**config.mk**
```make
export PLATFORM = sky130hd
export DESIGN_NAME = block_pool_with_fifo_queues
export DESIGN_NICKNAME = d
export VERILOG_FILES = /design/src/design/bpq_pkg.sv /design/src/design/block_pool_with_fifo_queues.sv /design/src/design/bpq_ram.sv /design/src/design/bpq_front.sv /design/src/design/bpq_back.sv
export SDC_FILE = /design/constraint.sdc
export NUM_CORES = 2
export LEC_CHECK = 0
export CORE_MARGIN = 4
export CORE_UTILIZATION = 30
export DETAILED_ROUTE_END_ITERATION = 8
export DONT_BUFFER_PORTS = 1
export PLACE_DENSITY_LB_ADDON = 0.08
export SETUP_SLACK_MARGIN = 0.02
export SLEW_MARGIN = 10
export SYNTH_ARGS = -nofsm -noshare
export SYNTH_HDL_FRONTEND = slang
export SYNTH_SLANG_ARGS = --single-unit
```
**constraint.sdc**
```tcl
create_clock -name clk -period 7.2 [get_ports clk]
set_input_delay 2.16 -clock clk [delete_from_list [all_inputs] [get_ports clk]]
set_output_delay 2.16 -clock clk [all_outputs]
set_load 0.005 [all_outputs]
```
**src/design/bpq_pkg.sv**
```systemverilog
`timescale 1ns / 1ps
// ----------------------------------------------------------------------------
// bpq_pkg
// Shared types and constants of the block pool with queues: request and
// response layouts, operation and status codes, decoded operation record.
// ----------------------------------------------------------------------------
package bpq_pkg;

  localparam int NUM_BLOCKS = 64;
  localparam int NUM_QUEUES = 4;
  localparam int NUM_LIMITS = 4;
  localparam int FIFO_DEPTH = 2;

  localparam int BLK_W     = 7;
  localparam int BLK_AW    = $clog2(NUM_BLOCKS);
  localparam int QID_W     = 2;
  localparam int QSEL_W    = (NUM_QUEUES > 1) ? $clog2(NUM_QUEUES) : 1;
  localparam int LIMIT_W   = 7;
  localparam int CNT_W     = 7;
  localparam int CFG_IDX_W = 2;
  localparam int STATUS_W  = 3;

  localparam logic [BLK_W-1:0]   BLK_NONE    = BLK_W'(NUM_BLOCKS);
  localparam logic [LIMIT_W-1:0] LIMIT_RESET = LIMIT_W'(64);

  typedef enum logic [1:0] {
    FUNC_ALLOC = 2'd0,
    FUNC_FREE  = 2'd1,
    FUNC_PUT   = 2'd2,
    FUNC_GET   = 2'd3
  } func_t;

  typedef enum logic [STATUS_W-1:0] {
    STATUS_OK        = 3'd0,
    STATUS_EXHAUSTED = 3'd1,
    STATUS_NULL      = 3'd2,
    STATUS_FULL      = 3'd3,
    STATUS_EMPTY     = 3'd4
  } status_t;

  typedef struct packed {
    func_t              func;
    logic [BLK_W-1:0]   block_index;
    logic [QID_W-1:0]   queue_id;
  } req_t;

  typedef struct packed {
    status_t            status;
    logic [BLK_W-1:0]   result_block;
    logic [CNT_W-1:0]   queue_length;
  } rsp_t;

  // request after classification in the front end
  typedef struct packed {
    func_t              func;
    logic               blk_ok;
    logic [BLK_AW-1:0]  blk_addr;
    logic [QSEL_W-1:0]  queue;
  } op_t;

  // next link of an entry that has not been written since reset
  function automatic logic [BLK_W-1:0] next_reset_val(input logic [BLK_AW-1:0] addr);
    logic [BLK_W-1:0] val;
    if (addr == BLK_AW'(NUM_BLOCKS - 1)) begin
      val = BLK_NONE;
    end else begin
      val = BLK_W'(addr) + BLK_W'(1);
    end
    return val;
  endfunction

endpackage

```
**src/design/block_pool_with_fifo_queues.sv**
```systemverilog
`timescale 1ns / 1ps
// ----------------------------------------------------------------------------
// block_pool_with_fifo_queues
// Fixed-block pool allocator with a LIFO free list and bounded FIFO queues.
// ----------------------------------------------------------------------------
// Each request (allocate, free, put, get) returns exactly one response in
// request order. The back end takes one request at a time: a fetch state
// reads the next-link and prev-link memories, then an execute state updates
// links and pointers and loads the response register, waiting while a held
// response is stalled. A two-entry request queue in front keeps accepting
// while the back end works or the response waits. Link memories need no
// clearing pass after reset; queue limits can be written at any idle time.
module block_pool_with_fifo_queues (
  input  logic                          clk,
  input  logic                          rst,
  input  logic                          req_valid,
  output logic                          req_stall,
  input  bpq_pkg::req_t                 req_data,
  output logic                          rsp_valid,
  input  logic                          rsp_stall,
  output bpq_pkg::rsp_t                 rsp_data,
  input  logic                          cfg_we,
  input  logic [bpq_pkg::CFG_IDX_W-1:0] cfg_index,
  input  logic [bpq_pkg::LIMIT_W-1:0]   cfg_data
);
  import bpq_pkg::*;

  logic op_valid;
  op_t  op;
  logic op_pop;

  bpq_front u_front (
    .clk       (clk),
    .rst       (rst),
    .req_valid (req_valid),
    .req_stall (req_stall),
    .req_data  (req_data),
    .op_valid  (op_valid),
    .op        (op),
    .op_pop    (op_pop)
  );

  bpq_back u_back (
    .clk       (clk),
    .rst       (rst),
    .op_valid  (op_valid),
    .op        (op),
    .op_pop    (op_pop),
    .cfg_we    (cfg_we),
    .cfg_index (cfg_index),
    .cfg_data  (cfg_data),
    .rsp_valid (rsp_valid),
    .rsp_stall (rsp_stall),
    .rsp_data  (rsp_data)
  );

endmodule

```
**src/design/bpq_ram.sv**
```systemverilog
`timescale 1ns / 1ps
// ----------------------------------------------------------------------------
// bpq_ram
// Generic single-write, single-read memory with registered read data.
// ----------------------------------------------------------------------------
module bpq_ram #(
  parameter int WIDTH = 8,
  parameter int DEPTH = 64
) (
  input  logic                                      clk,
  input  logic                                      we,
  input  logic [((DEPTH > 1) ? $clog2(DEPTH) : 1)-1:0] waddr,
  input  logic [WIDTH-1:0]                          wdata,
  input  logic                                      re,
  input  logic [((DEPTH > 1) ? $clog2(DEPTH) : 1)-1:0] raddr,
  output logic [WIDTH-1:0]                          rdata
);

  logic [WIDTH-1:0] mem [DEPTH];

  always_ff @(posedge clk) begin
    if (we) begin
      mem[waddr] <= wdata;
    end
    if (re) begin
      rdata <= mem[raddr];
    end
  end

endmodule

```
**src/design/bpq_front.sv**
```systemverilog
`timescale 1ns / 1ps
// ----------------------------------------------------------------------------
// bpq_front
// Request intake: classifies each request (null block, queue select) and
// holds it in a short queue until the back end picks it up.
// ----------------------------------------------------------------------------
module bpq_front (
  input  logic           clk,
  input  logic           rst,
  input  logic           req_valid,
  output logic           req_stall,
  input  bpq_pkg::req_t  req_data,
  output logic           op_valid,
  output bpq_pkg::op_t   op,
  input  logic           op_pop
);
  import bpq_pkg::*;

  localparam int PTR_W  = (FIFO_DEPTH > 1) ? $clog2(FIFO_DEPTH) : 1;
  localparam int FCNT_W = $clog2(FIFO_DEPTH + 1);

  op_t               fifo_mem [FIFO_DEPTH];
  logic [PTR_W-1:0]  wr_ptr;
  logic [PTR_W-1:0]  rd_ptr;
  logic [FCNT_W-1:0] count;
  op_t               op_in;
  logic              push;

  always_comb begin
    op_in.func     = req_data.func;
    op_in.blk_ok   = req_data.block_index < BLK_W'(NUM_BLOCKS);
    op_in.blk_addr = req_data.block_index[BLK_AW-1:0];
    // queue count is a power of two, so the id wraps by truncation
    op_in.queue    = req_data.queue_id[QSEL_W-1:0];
  end

  assign req_stall = (count == FCNT_W'(FIFO_DEPTH));
  assign push      = req_valid && !req_stall;
  assign op_valid  = (count != '0);
  assign op        = fifo_mem[rd_ptr];

  always_ff @(posedge clk) begin
    if (rst) begin
      wr_ptr <= '0;
      rd_ptr <= '0;
      count  <= '0;
    end else begin
      if (push) begin
        wr_ptr <= wr_ptr + PTR_W'(1);
      end
      if (op_pop) begin
        rd_ptr <= rd_ptr + PTR_W'(1);
      end
      count <= count + FCNT_W'(push) - FCNT_W'(op_pop);
    end
  end

  always_ff @(posedge clk) begin
    if (push) begin
      fifo_mem[wr_ptr] <= op_in;
    end
  end

endmodule

```
**src/design/bpq_back.sv**
```systemverilog
`timescale 1ns / 1ps
// ----------------------------------------------------------------------------
// bpq_back
// Operation engine: reads the link memories in a fetch cycle, then updates
// free list, queue pointers and links and writes the response register.
// ----------------------------------------------------------------------------
module bpq_back (
  input  logic                              clk,
  input  logic                              rst,
  input  logic                              op_valid,
  input  bpq_pkg::op_t                      op,
  output logic                              op_pop,
  input  logic                              cfg_we,
  input  logic [bpq_pkg::CFG_IDX_W-1:0]     cfg_index,
  input  logic [bpq_pkg::LIMIT_W-1:0]       cfg_data,
  output logic                              rsp_valid,
  input  logic                              rsp_stall,
  output bpq_pkg::rsp_t                     rsp_data
);
  import bpq_pkg::*;

  typedef enum logic [1:0] {
    S_FETCH = 2'b01,
    S_EXEC  = 2'b10
  } state_t;

  state_t              state;
  op_t                 op_r;
  logic [BLK_W-1:0]    free_head;
  logic [BLK_W-1:0]    queue_head  [NUM_QUEUES];
  logic [BLK_W-1:0]    queue_tail  [NUM_QUEUES];
  logic [CNT_W-1:0]    queue_count [NUM_QUEUES];
  logic [LIMIT_W-1:0]  queue_limit [NUM_LIMITS];
  logic [NUM_BLOCKS-1:0] next_written;
  logic [NUM_BLOCKS-1:0] prev_written;

  logic                next_we;
  logic [BLK_AW-1:0]   next_waddr;
  logic [BLK_W-1:0]    next_wdata;
  logic [BLK_W-1:0]    next_q;
  logic                prev_we;
  logic [BLK_AW-1:0]   prev_waddr;
  logic [BLK_W-1:0]    prev_wdata;
  logic [BLK_W-1:0]    prev_q;

  logic                commit;
  logic [BLK_W-1:0]    free_head_next;
  logic [BLK_W-1:0]    head_next;
  logic [BLK_W-1:0]    tail_next;
  logic [CNT_W-1:0]    count_next;
  rsp_t                rsp_next;

  assign op_pop = (state == S_FETCH) && op_valid;
  assign commit = (state == S_EXEC) && (!rsp_valid || !rsp_stall);

  bpq_ram #(
    .WIDTH (BLK_W),
    .DEPTH (NUM_BLOCKS)
  ) u_next_ram (
    .clk   (clk),
    .we    (next_we),
    .waddr (next_waddr),
    .wdata (next_wdata),
    .re    (op_pop),
    .raddr (free_head[BLK_AW-1:0]),
    .rdata (next_q)
  );

  bpq_ram #(
    .WIDTH (BLK_W),
    .DEPTH (NUM_BLOCKS)
  ) u_prev_ram (
    .clk   (clk),
    .we    (prev_we),
    .waddr (prev_waddr),
    .wdata (prev_wdata),
    .re    (op_pop),
    .raddr (queue_tail[op.queue][BLK_AW-1:0]),
    .rdata (prev_q)
  );

  always_comb begin
    logic [BLK_W-1:0]   fh;
    logic               fh_ok;
    logic [BLK_W-1:0]   next_rd;
    logic [BLK_W-1:0]   tail;
    logic               tail_ok;
    logic [BLK_W-1:0]   prev_rd;
    logic [BLK_W-1:0]   head;
    logic               head_ok;
    logic [CNT_W-1:0]   cnt;
    logic [LIMIT_W-1:0] lim;
    logic [BLK_W-1:0]   blk;

    fh      = free_head;
    fh_ok   = fh < BLK_W'(NUM_BLOCKS);
    // entries never written since reset read as their reset links
    next_rd = next_written[fh[BLK_AW-1:0]] ? next_q : next_reset_val(fh[BLK_AW-1:0]);
    tail    = queue_tail[op_r.queue];
    tail_ok = tail < BLK_W'(NUM_BLOCKS);
    prev_rd = prev_written[tail[BLK_AW-1:0]] ? prev_q : BLK_NONE;
    head    = queue_head[op_r.queue];
    head_ok = head < BLK_W'(NUM_BLOCKS);
    cnt     = queue_count[op_r.queue];
    lim     = queue_limit[op_r.queue];
    blk     = BLK_W'(op_r.blk_addr);

    next_we        = 1'b0;
    next_waddr     = op_r.blk_addr;
    next_wdata     = BLK_NONE;
    prev_we        = 1'b0;
    prev_waddr     = op_r.blk_addr;
    prev_wdata     = BLK_NONE;
    free_head_next = fh;
    head_next      = head;
    tail_next      = tail;
    count_next     = cnt;
    rsp_next.status       = STATUS_OK;
    rsp_next.result_block = BLK_NONE;
    rsp_next.queue_length = '0;

    unique case (op_r.func)
      FUNC_ALLOC: begin
        if (!fh_ok) begin
          rsp_next.status = STATUS_EXHAUSTED;
        end else begin
          free_head_next        = next_rd;
          next_we               = 1'b1;
          next_waddr            = fh[BLK_AW-1:0];
          prev_we               = 1'b1;
          prev_waddr            = fh[BLK_AW-1:0];
          rsp_next.result_block = fh;
        end
      end
      FUNC_FREE: begin
        if (!op_r.blk_ok) begin
          rsp_next.status = STATUS_NULL;
        end else begin
          next_we        = 1'b1;
          next_wdata     = fh;
          prev_we        = 1'b1;
          free_head_next = blk;
        end
      end
      FUNC_PUT: begin
        if (!op_r.blk_ok) begin
          rsp_next.status = STATUS_NULL;
        end else if (CNT_W'(cnt) >= CNT_W'(lim)) begin
          rsp_next.status = STATUS_FULL;
        end else begin
          next_we    = 1'b1;
          next_wdata = head;
          prev_we    = head_ok;
          prev_waddr = head[BLK_AW-1:0];
          prev_wdata = blk;
          head_next  = blk;
          count_next = cnt + CNT_W'(1);
          if (cnt == '0) begin
            tail_next = blk;
          end
        end
        rsp_next.queue_length = count_next;
      end
      FUNC_GET: begin
        if (cnt == '0) begin
          rsp_next.status = STATUS_EMPTY;
        end else if (!tail_ok) begin
          // count says nonempty but the tail is lost: drop the queue
          rsp_next.status = STATUS_EMPTY;
          count_next      = '0;
          head_next       = BLK_NONE;
        end else begin
          count_next = cnt - CNT_W'(1);
          tail_next  = prev_rd;
          if (cnt == CNT_W'(1)) begin
            head_next = BLK_NONE;
          end
          next_we               = 1'b1;
          next_waddr            = tail[BLK_AW-1:0];
          prev_we               = 1'b1;
          prev_waddr            = tail[BLK_AW-1:0];
          rsp_next.result_block = tail;
        end
        rsp_next.queue_length = count_next;
      end
      default: begin
        rsp_next.status = STATUS_OK;
      end
    endcase

    next_we = next_we && commit;
    prev_we = prev_we && commit;
  end

  always_ff @(posedge clk) begin
    if (rst) begin
      state        <= S_FETCH;
      free_head    <= '0;
      next_written <= '0;
      prev_written <= '0;
      rsp_valid    <= 1'b0;
      for (int i = 0; i < NUM_QUEUES; i++) begin
        queue_head[i]  <= BLK_NONE;
        queue_tail[i]  <= BLK_NONE;
        queue_count[i] <= '0;
      end
      for (int i = 0; i < NUM_LIMITS; i++) begin
        queue_limit[i] <= LIMIT_RESET;
      end
    end else begin
      if (cfg_we) begin
        queue_limit[cfg_index] <= cfg_data;
      end
      unique case (state)
        S_FETCH: begin
          if (op_pop) begin
            state <= S_EXEC;
          end
        end
        S_EXEC: begin
          if (commit) begin
            state <= S_FETCH;
          end
        end
        default: begin
          state <= S_FETCH;
        end
      endcase
      if (commit) begin
        free_head               <= free_head_next;
        queue_head[op_r.queue]  <= head_next;
        queue_tail[op_r.queue]  <= tail_next;
        queue_count[op_r.queue] <= count_next;
        rsp_valid               <= 1'b1;
      end else if (!rsp_stall) begin
        rsp_valid <= 1'b0;
      end
      if (next_we) begin
        next_written[next_waddr] <= 1'b1;
      end
      if (prev_we) begin
        prev_written[prev_waddr] <= 1'b1;
      end
    end
  end

  always_ff @(posedge clk) begin
    if (op_pop) begin
      op_r <= op;
    end
    if (commit) begin
      rsp_data <= rsp_next;
    end
  end

endmodule

```
=== Yosys cells after proc, flatten, opt, wreduce, memory -nomap -nowiden ===
Memory sizes are Yosys's and may differ from the RTL's. A register that Yosys moved wholly into a read port is not among the register bits.
Cells that the tools add are included.
W data, S select, Z words.

* $add $sub $neg: 7
* Magnitude comparators: 11
* Equal/unequal tests: 13
* Mux-type cells: 104
* Bitwise gates (word level): 2
* Reduce and logical (&&, ||, !) cells: 21

{| class="wikitable"
|+ Operators by type and width
! cell !! count
|-
| $mux W7 || 32
|-
| $or A64 B64 Y64 || 2
|-
| $pmux W7 S2 || 7
|-
| $mux W1 || 35
|-
| $mux W6 || 5
|-
| $lt A6 B7 Y1 const B || 4
|-
| $lt A7 B7 Y1 const B || 4
|-
| $reduce_or A7 Y1 || 4
|-
| $mux W2 || 12
|-
| $pmux W6 S3 || 1
|-
| $bmux W1 S6 || 2
|-
| $demux W1 S6 || 2
|-
| $ge A6 B1 Y1 const B || 2
|-
| $pmux W3 S4 || 1
|-
| $pmux W6 S2 || 1
|-
| $mux W3 || 3
|-
| $eq A2 B2 Y1 const B || 4
|-
| $ne A2 B1 Y1 const B || 4
|-
| $pmux W1 S4 || 2
|-
| $add A6 B1 Y7 const B || 1
|-
| $add A7 B1 Y7 const B || 1
|-
| $eq A7 B1 Y1 const B || 1
|-
| $ge A7 B7 Y1 || 1
|-
| $logic_and A1 B1 Y1 || 7
|-
| 15 further kinds || 20
|}

* Register bits: 170
* Memory bits (writable): 1030
* Input port bits: 25
* Output and inout bits: 19
* Logic and storage cells: 180
* Memories kept: 7

{| class="wikitable"
|+ Memory list
! memory !! words !! bits a word !! rd ports !! clocked after Yosys merged registers in !! write ports !! line !! RTL
|-
| u_back.u_next_ram.mem || 64 || 7 || 1 || 1 || 1 || bpq_ram.sv:19 || <nowiki>logic [WIDTH-1:0] mem [DEPTH];</nowiki>
|-
| u_back.u_prev_ram.mem || 64 || 7 || 1 || 1 || 1 || bpq_ram.sv:19 ||
|-
| u_back.queue_count || 4 || 7 || 1 || 1 || 4 || bpq_back.sv:32 || <nowiki>logic [CNT_W-1:0] queue_count [NUM_QUEUES];</nowiki>
|-
| u_back.queue_head || 4 || 7 || 1 || 1 || 4 || bpq_back.sv:30 || <nowiki>logic [BLK_W-1:0] queue_head [NUM_QUEUES];</nowiki>
|-
| u_back.queue_limit || 4 || 7 || 1 || 1 || 4 || bpq_back.sv:33 || <nowiki>logic [LIMIT_W-1:0] queue_limit [NUM_LIMITS];</nowiki>
|-
| u_back.queue_tail || 4 || 7 || 2 || 1 || 4 || bpq_back.sv:31 || <nowiki>logic [BLK_W-1:0] queue_tail [NUM_QUEUES];</nowiki>
|-
| 1 more memories || n/a || n/a || n/a || n/a || n/a || n/a ||
|}

=== Longest topological paths before layout ===
* Word-level depth: 9
* Mapped depth: 17
* Depth with buffers taken out: 12

=== By module ===
Synthesis repeated with hierarchy kept, for this count alone.

* Cells, all modules: 2941
* Area, all modules: 49777.7 µm²

{| class="wikitable"
|+ By module, submodules not included
! module !! times used !! cells each !! area each (µm²) !! seq. area each (µm²)
|-
| bpq_ram || 2 || 827 || 17705.7 || 13663.1
|-
| bpq_back || 1 || 1226 || 13344.0 || 7006.7
|-
| bpq_front || 1 || 61 || 1022.2 || 760.7
|}

=== Worst setup path after synthesis ===
Ideal clock, no wire load.

* Path type: register to register
* Start: register with a tool-made name
* End: memory u_back.u_next_ram.mem[0][3] (netlist name), data pin
* Setup time: 724 ps
* Data arrival time: 5851 ps
* Data required time: 6476 ps
* Path slack: 625 ps
* Stages on the path, launching flop included: 13
* Path buffers: 4
* Clock period less this slack: 6575 ps
* Path through: dfxtp_1 buf_6 buf_2 buf_2 mux4_2 inv_1 ha_1 nand2b_1 a211o_1 a211oi_1 clkbuf_1 nand3_1 a21boi_0

{| class="wikitable"
|+ RTL lines
! element !! line
|-
| end: declaration || bpq_ram.sv:19
|}

==> flow_metrics.env <==
export IMPL_status="completed"
export IMPL_maxSlewViolCount=0
export IMPL_syn_inst=3130
export IMPL_total_power_w=0.0193
export IMPL_async_reset_ff_share_pct=0
export IMPL_worstPathCellList="buf_4 > mux4_2 > ha_1 > a211o_1 > o211a_1 > a211oi_1 > a31o_2 > o22ai_1 > a211oi_2 > nand2_1 > nor2_1"
export IMPL_synth_area_per_cell_sq_um=15.9
export IMPL_cp_required_ns=7.58
export IMPL_vias_per_cell=5.08
export IMPL_ctsResizeCount=0
export IMPL_comb_power_share_pct=20.7
export IMPL_dpl_cell_area_sq_mm=0.0525
export IMPL_setup_tns_ns=0
export IMPL_vias=27771
export IMPL_antenna_found_initial=2
export IMPL_die_x_microns=415
export IMPL_drtAntennaViolNets=0
export IMPL_synth_seq_cells=1217
export IMPL_gp_congestion=0.803
export IMPL_core_sq_mm=0.165
export IMPL_grt_max_degree=95
export IMPL_drt_iter0_markers=2359
export IMPL_cts_sinks=1217
export IMPL_synth_warnings=0
export IMPL_synth_ff_type="edfxtp_1"
export IMPL_grt_pass1_vias=28705
export IMPL_postCtsSetupRepairBufs=0
export IMPL_endpoint_kind="register"
export IMPL_hold_class="reg2reg"
export IMPL_grt_overflow=0
export IMPL_cp_max_fo=11
export IMPL_p_int_w=0.0134
export IMPL_p_clk_share_pct=36.1
export IMPL_nFillCells=15694
export IMPL_seqPwrFrac_pct=43.2
export IMPL_die_area_sq_mm=0.172
export IMPL_path_delay_family="compound AO/OA/AOI/OAI gates"
export IMPL_worst_pin_slew_ns=1.22
export IMPL_cts_buffers=136
export IMPL_final_common_cell="edfxtp_1"
export IMPL_cp_start_kind="register"
export IMPL_cts_root_buf="clkbuf_16"
export IMPL_dpl_hpwl_mm=93.1
export IMPL_max_slew_margin_pct=18.6
export IMPL_die_h_microns=415
export IMPL_rsz0062_at_grt="no"
export IMPL_cts_clk_slew_worst_paths_ns=0.05
export IMPL_wl_per_cell_microns=26.8
export IMPL_cts_hold_buf=0
export IMPL_max_cap_violations=0
export IMPL_setup_violations=0
export IMPL_ios=44
export IMPL_layout_drive_gt1_share_pct=16.3
export IMPL_max_freq_mhz=175
export IMPL_cp_slowest_cell="nor2_1"
export IMPL_min_from="u_back.prev_written[14]$_SDFFE_PP0P_"
export IMPL_io_buffer_count=0
export IMPL_h_tree_depth=4
export IMPL_netlist_area_sq_mm=0.0497
export IMPL_yosysUniqueCellTypes=64
export IMPL_grt_pass1_wl_mm=212
export IMPL_synth_edf_count=1072
export IMPL_cts_tree="built"
export IMPL_yosysSeqAreaShare_pct=70.6
export IMPL_area_growth_pct=14.5
export IMPL_vdd_ir_drop_max_v=0.000234
export IMPL_fin_area_sq_mm=0.0569
export IMPL_finClkSkew_ns=0.0249
export IMPL_crit_buf_inv=1
export IMPL_power_leakage_nw=18.6
export IMPL_pwr_density_cell_mw_per_mm2=340
export IMPL_cpPeakStageDelay_ns=0.73
export IMPL_clockBufferDepth=3
export IMPL_fin_crit_ns=5.71
export IMPL_wl_mm=146
export IMPL_cp_data_arrival_time_ns=6.08
export IMPL_start_util_pct=30.2
export IMPL_drcViolationCount=0
export IMPL_rows=149
export IMPL_final_cell_mix="edfxtp_1 (1,072), nand2_1 (313), nor2_1 (233)"
export IMPL_critPathKind="reg2reg"
export IMPL_drtPass1Iterations=6
export IMPL_clock_latency_ns=0.76
export IMPL_fin_crit_sh_pct=79.3
export IMPL_switchingPower_w=0.00588
export IMPL_switching_share_pct=30.4
export IMPL_finalHoldViolCount=0
export IMPL_nNetsFinal=3203
export IMPL_synth_nets=3172
export IMPL_gr_usage_all_layers_pct=16.8
[cells by family (layout without fill, tap and decap cells)]
group	after synthesis	in the layout	synth area share (%)
DFF	1217	1217	70.6
and+or+nand+nor	882	882	7.95
muxes	423	423	13.8
AOI/OAI and AO/OA	350	350	5.04
buffers and inverters	225	366	1.91
adders and majority gates	17	17	0.428
xor gates and xnor gates	16	16	0.282
other	0	3	0
[Yosys cell counts, drive strengths merged, types with 3 or more instances]
| cell type | count | area share, % |
|---|---|---|
| edfxtp | 1072 | 65 |
| nand2 | 314 | 2.4 |
| nor2 | 233 | 1.8 |
| mux4 | 207 | 9.4 |
| mux2i | 195 | 3.9 |
| nand3 | 169 | 1.7 |
| dfxtp | 145 | 5.8 |
| o2bb2ai | 117 | 2.1 |
| clkbuf | 115 | 0.87 |
| a21oi | 97 | 0.98 |
| buf | 63 | 0.68 |
| inv | 46 | 0.35 |
| o22ai | 45 | 0.57 |
| and2 | 34 | 0.43 |
| nor2b | 27 | 0.34 |
| mux2 | 21 | 0.48 |
| nor3 | 20 | 0.21 |
| nor4 | 20 | 0.25 |
| and3 | 19 | 0.24 |
| ha | 17 | 0.43 |
| o21ai | 16 | 0.16 |
| a21o | 12 | 0.18 |
| nand2b | 12 | 0.15 |
| a22oi | 9 | 0.14 |
| or3 | 9 | 0.11 |
| xnor2 | 9 | 0.16 |
| nor3b | 7 | 0.11 |
| xor2 | 7 | 0.12 |
| a211o | 6 | 0.11 |
| a21boi | 6 | 0.091 |
| a222oi | 6 | 0.12 |
| a211oi | 5 | 0.076 |
| nor4b | 5 | 0.088 |
| o211ai | 5 | 0.10 |
| a31o | 4 | 0.070 |
| a31oi | 4 | 0.050 |
| nand4 | 4 | 0.050 |
| o2111ai | 4 | 0.070 |
| or2 | 3 | 0.038 |
[sequential cells by signal, summed over array words and instances (netlist names), named ones only]
name / flops
u_back.prev_written: 64
u_back.state: 2
u_back.rsp_valid: 1
u_front.wr_ptr: 1
u_back.u_next_ram.mem: 448
u_back.next_written: 64
u_front.count: 2
u_back.queue_tail: 28
u_back.queue_limit: 28
u_back.queue_count: 28
u_back.free_head: 7
u_back.u_prev_ram.rdata: 7
u_back.u_prev_ram.mem: 448
u_back.queue_head: 28
u_back.rsp_data: 17
u_front.rd_ptr: 1
u_back.u_next_ram.rdata: 7
u_front.fifo_mem: 22
u_back.op_r: 11
[stage by stage]
stage | worst slack (ns) | instances | hold WS, ns | utilization (%)
global placement | 1.14 | 5211 | 0.439 | 31.8
floorplan | 0.625 | 3130 | 0.427 | -
finish | 1.49 | 5463 | 0.458 | 34.5
detailed placement | 1.08 | 5212 | 0.444 | 31.8
CTS | 1.07 | 5460 | 0.462 | 34.5
global route | 1.18 | 5461 | 0.472 | 34.5
[worst reg2reg max path: cells and delay by family, from the launching register on]
family | cells | cell delay [ns]
flops | 1 | 0.57
fa+ha+maj | 1 | 0.36
simple gates | 2 | 1.29
compound gates | 6 | 2.13
mux | 1 | 0.68
buf+inv | 1 | 0.32
[power groups by stage]
stage	clock network, W	logic [W]	registers, W
finish	0.00698	0.00400	0.00835
global placement	0	0.00409	0.00850
CTS	0.00716	0.00410	0.00835
floorplan	0	0.00243	0.00841
global route	0.00746	0.00432	0.00836
detailed placement	0	0.00409	0.00850
[layer usage]
metal | up-vias | track usage [%] | share of wire (%)
met2 | 742 | 27.8 | 49
met1 | 14551 | 22.8 | 44
met5 | - | 0 | 0
met3 | 193 | 2.43 | 4.0
li1 | 12285 | - | -
met4 | 0 | 5.51 | 2.9
[layout make-up]
| class | count | area [sq um] | share of cell area, % |
|---|---|---|---|
| sequential | 1217 | 35100 | 61.7 |
| multi-input combinational | 1688 | 13800 | 24.3 |
| clock buffer | 178 | 3760 | 6.61 |
| tap | 2189 | 2740 | 4.81 |
| clock inverter | 70 | 693 | 1.22 |
| timing repair buffer | 71 | 608 | 1.07 |
| inverter | 47 | 179 | 0.314 |
| antenna | 3 | 7.51 | 0.0132 |
[worst paths after layout]
kind                                                 end  slack [ns]  cells past startpoint
setup / recovery  u_back.u_prev_ram.mem[58][3]$_DFFE_PP_        1.49                     11
hold / removal      u_back.prev_written[14]$_SDFFE_PP0P_        0.46                      1
setup reg to reg  u_back.u_prev_ram.mem[58][3]$_DFFE_PP_        1.49                     11
hold reg to reg     u_back.prev_written[14]$_SDFFE_PP0P_        0.46                      1
No activity file was read; power rests on OpenSTA's default activity.
